**src/hw/rtl/skrt_pkg.sv**
```systemverilog
package skrt_pkg;

  localparam int unsigned DefaultDepth = 64;
  localparam int unsigned KeyWidth     = 32;

  typedef enum logic [1:0] {
    REQ_INSERT = 2'd0,
    REQ_LOCATE = 2'd1,
    REQ_READ   = 2'd2,
    REQ_UNUSED = 2'd3
  } req_type_e;

  typedef enum logic [1:0] {
    ST_OK   = 2'd0,
    ST_FULL = 2'd1,
    ST_NONE = 2'd2,
    ST_ZERO = 2'd3
  } status_e;

  typedef struct packed {
    logic signed [KeyWidth-1:0] key;
    logic signed [KeyWidth-1:0] page;
    logic signed [KeyWidth-1:0] slot;
  } entry_t;

  // Broadcast to every cell of the chain.
  typedef struct packed {
    logic cmp_en;
    logic wr_en;
  } cell_ctrl_t;

endpackage

```
**src/hw/rtl/skrt_cell.sv**
```systemverilog
module skrt_cell (
  input  logic                                   clk_i,
  input  logic                                   rst_ni,
  input  skrt_pkg::cell_ctrl_t                   ctrl_i,
  input  logic                                   occ_i,
  input  logic signed [skrt_pkg::KeyWidth-1:0]   search_key_i,
  input  skrt_pkg::entry_t                       new_i,
  input  skrt_pkg::entry_t                       prev_i,
  input  logic                                   prev_lt_i,
  output logic                                   lt_o,
  output logic                                   eq_o,
  output skrt_pkg::entry_t                       entry_o
);
  import skrt_pkg::*;

  entry_t entry_q, entry_d;
  logic   lt_q, lt_d;
  logic   eq_q, eq_d;

  always_comb begin
    lt_d = lt_q;
    eq_d = eq_q;
    if (ctrl_i.cmp_en) begin
      lt_d = occ_i && (entry_q.key < search_key_i);
      eq_d = occ_i && (entry_q.key == search_key_i);
    end
  end

  // A cell whose key is still below the new one keeps its entry. The first cell
  // that is not below takes the new entry, and every later cell takes the entry
  // of its lower neighbor.
  always_comb begin
    entry_d = entry_q;
    if (ctrl_i.wr_en && !lt_q) begin
      if (prev_lt_i) begin
        entry_d = new_i;
      end else begin
        entry_d = prev_i;
      end
    end
  end

  always_ff @(posedge clk_i or negedge rst_ni) begin
    if (!rst_ni) begin
      lt_q <= 1'b0;
      eq_q <= 1'b0;
    end else begin
      lt_q <= lt_d;
      eq_q <= eq_d;
    end
  end

  always_ff @(posedge clk_i) begin
    entry_q <= entry_d;
  end

  assign lt_o    = lt_q;
  assign eq_o    = eq_q;
  assign entry_o = entry_q;

endmodule
```
**config.mk**
```make
export PLATFORM = sky130hd
export DESIGN_NAME = skrt_cell
export DESIGN_NICKNAME = d
export VERILOG_FILES = /design/src/hw/rtl/skrt_pkg.sv /design/src/hw/rtl/skrt_cell.sv
export SDC_FILE = /design/constraint.sdc
export NUM_CORES = 1
export LEC_CHECK = 0
export BUFFER_PORTS_ARGS = -buffer_cell sky130_fd_sc_hd__buf_2
export CAP_MARGIN = 20
export CORE_AREA = 2 2 128 130
export CTS_BUF_LIST = sky130_fd_sc_hd__clkbuf_4
export DETAILED_ROUTE_END_ITERATION = 10
export DIE_AREA = 0 0 130 132
export SYNTH_ARGS = -nofsm -noshare
export SYNTH_HDL_FRONTEND = slang
export SYNTH_SLANG_ARGS = --single-unit
```
**constraint.sdc**
```tcl
create_clock -name clk_i -period 7.2 [get_ports clk_i]
set_clock_uncertainty 0.1 [all_clocks]
set_input_delay 1.44 -clock clk_i [delete_from_list [all_inputs] [get_ports clk_i]]
set_output_delay 1.44 -clock clk_i [all_outputs]
set_load 0.02 [all_outputs]
```
# Word-level counts from Yosys, hierarchy flattened
# Index checks and enable logic that the tools add are counted.
# word_totals
output_inout_bits,98
in_bits,230
elab_cells,12
reg_bits,98
# op_classes
n_mux,1
order_cmp,1
n_reduce_logical,4
n_eq_ne,1
# ops
cell,n
two-way mux 96 bit,1
equality test 32 bit,1
< comparator 32 bit,1
logical AND 1 bit,3
logical NOT 1 bit,1

# Longest topological paths before layout
# depth
ltp_word,2
mapped_depth,8
depth_no_buf,8

# Least setup slack after synthesis
# Ideal clock, no wire load.
# synth_path
kind,input to register
from,in ctrl_i[0] (netlist name)
to,"reg entry_q, in the netlist entry_o[0], enable pin"
setup_ns,0.561
required_ns,6.539
n_path_buf,0
setup_slack_ns,0.918
t_arrival_ns,5.621
cell_stages,1
cell_sequence,nor2b_1
# synth_between
elab_chain_len,1
# synth_rtl
element,line_no,rtl
from (decl),skrt_cell.sv:4,"input skrt_pkg::cell_ctrl_t ctrl_i,"
logical AND 1 bit,skrt_cell.sv:34,if (ctrl_i.wr_en && !lt_q) begin
to (signal assigned),skrt_cell.sv:54,entry_q <= entry_d;
to (decl),skrt_cell.sv:16,"entry_t entry_q, entry_d;"
# No other way between the ends.
# A chain may end at the register's enable or synchronous reset.

# Worst setup path after layout
# layout_path
from,in prev_lt_i
to,"reg entry_q, in the netlist entry_o[94], data pin"
# layout_between
elab_chain_len,1
# layout_rtl
element,line_no,rtl
from (decl),skrt_cell.sv:9,"input logic prev_lt_i,"
two-way mux 96 bit,skrt_cell.sv:35,if (prev_lt_i) begin
# No other way between the ends.

==> impl_metrics.py <==
metrics = {
    "placement": {
        "numPortBuffers": 327,
        "post-place-ws_ns": 3.809,
        "dp_hpwl_um": 11790,
        "place.gp.congestion": 0.8463,
        "place_area_um2": 6814,
    },
    "yosys": {
        "syn_area_um2": 4928,
        "yosys.area.top_type": "edfxtp_1",
        "synthCells": 329,
        "synth.ff_latch_count": 98,
        "async_flop_share": 0.02041,
        "synth_top_area_frac": 0.5849,
        "synthTopCellsByArea": "edfxtp_1 58%, mux2_1 21%, ha_1 8.1%",
        "ys_types": 29,
        "avgSynthCellArea_um2": 14.98,
        "synth_warnings": 0,
        "synth_nets": 591,
        "synth-edff-count": 96,
        "synth_ff_type": "edfxtp_1",
        "seq_area_frac_synth": 0.5951,
    },
    "sta": {
        "fin_crit_ns": 2.840,
        "slew_violations": 0,
        "slew_headroom": 0.2880,
        "rsz0062_at_grt": "false",
        "setup_ws_ns": 4.360,
        "fin_crit_sh": 0.3944,
        "fmax_mhz": 352.1,
        "tns_ns": 0,
        "finalHoldViolCount": 0,
        "worst_pin_slew_ns": 1.068,
        "setup_viol": 0,
    },
    "routing": {
        "wl_um": 14700,
        "drt_first_pass_iters": 5,
        "via_count": 3971,
        "ant_nets": 0,
        "wl_per_cell_um": 16.65,
        "drt_iter0_drc": 100,
        "drcViolationCount": 0,
        "avgViaCountPerCell": 4.497,
    },
    "flow_run": {
        "max_cap_violations": 0,
    },
    "cts": {
        "clockBufferDepth": 2,
        "cts_sinks": 98,
        "cts_made_buffers": 9,
        "htree_levels": 3,
        "post-cts-setup-buffer-count": 0,
        "root_buffer": "clkbuf_4",
        "cts_tree": "done",
        "path_clk_slew_ns": 0.14,
        "postCtsHoldBufs": 0,
        "post_cts_resized": 0,
        "clock_latency_ns": 0.48,
    },
    "pwr": {
        "power.density_nw_per_um2": 192.6,
        "irDropWorstVdd_mv": 0.1030,
        "p_leak_nw": 3.250,
        "power_mw": 1.339,
    },
    "worst_setup_path": {
        "critPathBufInv": 2,
        "startpoint_type": "input pin",
        "rr_endpoint": "entry_o[17]",
        "crit_cells": 3,
        "r2r_slack_ns": 4.95,
        "reg2reg_depth": 3,
        "crit_type": "in2reg",
        "cp-endpoint": "entry_o[94]",
        "path_max_fanout": 80,
        "crit_path_cell_trace": "buf_4 > buf_4 > mux2_1",
        "critPathArrivalTime_ns": 2.97,
        "max_stage_delay_ns": 0.87,
        "end_kind": "flip-flop",
        "cp_top_family": "buffers and inverters",
        "startpoint": "prev_lt_i",
        "critPathMostFrequentCell": "buf_4",
        "required_ns": 7.33,
        "cp_slowest_cell": "buf_4",
        "r2r_start": "lt_o",
    },
    "die": {
        "io_pins": 328,
        "row_count": 46,
        "die_area_um2": 17160,
        "die_x_um": 130,
        "start_util": 0.3137,
        "core_um2": 15710,
        "die_h_um": 132,
    },
    "global_route": {
        "grt.total_usage": 0.1686,
        "grt_max_degree": 81,
        "antenna_found_initial": 5,
        "grt_pass1_vias": 4309,
        "grt_remaining_overflow": 0,
        "grt_pass1_wl_um": 21790,
    },
    "layout": {
        "fillers": 1499,
        "syn_to_final_growth_pct": 41.10,
        "drive_gt1_frac": 0.5331,
        "final_nets": 921,
        "final_cell_area_um2": 6954,
    },
    "run_status": {
        "outcome": "finished clean",
    },
    "worst_hold_path": {
        "hold_path.class": "reg2reg",
    },
}
## per-stage QoR
| step | utilization | cells | hold slack [ns] |
|---|---|---|---|
| CTS | 0.4421 | 880 | 0.4385 |
| global route | 0.4424 | 882 | 0.4735 |
| detailed placement | 0.4337 | 864 | 0.4183 |
| global placement | 0.4337 | 864 | 0.4163 |
| finish | 0.4426 | 883 | 0.4332 |
| floorplan | - | 329 | 0.5157 |
## state kept, by name, summed over array words and instances, names as in the netlist
| register | cells |
|---|---|
| entry_o | 96 |
| eq_o | 1 |
| lt_o | 1 |
## worst min-delay path, cell delays in order, from the launching register on
cell and delay (ns):
dfrtp_1 0.40, inv_1 0.05, o22ai_1 0.06
## cell usage in the layout, fill, tap and decap left out, types with 2 or more instances in the layout
cell type	n
a21o_1	2
a21oi_1	14
buf_2	326
buf_4	4
clkbuf_4	10
clkinv_4	2
dfrtp_1	2
diode_2	3
edfxtp_1	96
ha_1	32
inv_1	35
inv_6	2
inv_8	2
mux2_1	94
mux2_2	2
nand2_1	10
nand3_1	3
nand4_1	5
nor2_1	4
o21ai_0	4
## per-layer routing
layer	vias up	part of all wire	global-route usage
li1	1896	-	-
met1	1870	0.34	0.1617
met2	188	0.54	0.3118
met3	15	0.10	0.08726
met4	2	0.011	0.04421
met5	-	0.00088	0
## Yosys cell counts (2+ instances only)
cell type  instances
a21o_1             2
a21oi_1           14
buf_2             10
dfrtp_1            2
edfxtp_1          96
ha_1              32
inv_1             35
mux2_1            94
mux2_2             2
nand2_1           10
nand3_1            3
nand4_1            5
nor2_1             4
nor2b_1            2
o21ai_0            4
## cell type report
| class | instances | area, µm² | area share |
|---|---|---|---|
| Inverter | 35 | 131.4 | 0.01889 |
| Multi-Input combinational cell | 185 | 1818 | 0.2614 |
| Clock buffer | 10 | 75.07 | 0.01080 |
| Clock inverter | 6 | 57.56 | 0.008276 |
| Antenna cell | 3 | 7.507 | 0.001080 |
| Sequential cell | 98 | 2933 | 0.4217 |
| Timing Repair Buffer | 330 | 1662 | 0.2389 |
| Tap cell | 216 | 270.3 | 0.03886 |
## report_power, final
| part | switching, mW | total [mW] | internal [mW] | leakage, nW |
|---|---|---|---|---|
| Combinational | 0.188 | 0.322 | 0.133 | 2.22 |
| Clock | 0.213 | 0.297 | 0.0838 | 0.0754 |
| Sequential | 0.0203 | 0.721 | 0.701 | 0.950 |
| Total | 0.422 | 1.34 | 0.918 | 3.25 |
## worst min path at each step
stage          start    to  slack [ns]  cells after the start
3_3_place_gp    eq_o  eq_o        0.42                      2
5_1_grt         eq_o  eq_o        0.47                      2
6_report        eq_o  eq_o        0.43                      2
4_1_cts         eq_o  eq_o        0.44                      2
2_1_floorplan   eq_o  eq_o        0.52                      2
3_5_place_dp    eq_o  eq_o        0.42                      2
## cells by family (layout without fill, tap and decap cells)
family | count (synthesis) | after routing | synth area share
AND/OR/NAND/NOR | 29 | 29 | 0.03199
AO/OA/AOI/OAI | 28 | 28 | 0.03478
other | 0 | 3 | 0
flip-flops | 98 | 98 | 0.5951
buffers and inverters | 46 | 381 | 0.03757
adder cells (fa/ha/maj) | 32 | 32 | 0.08124
multiplexers | 96 | 96 | 0.2193
(Power assumes the default switching activity.)
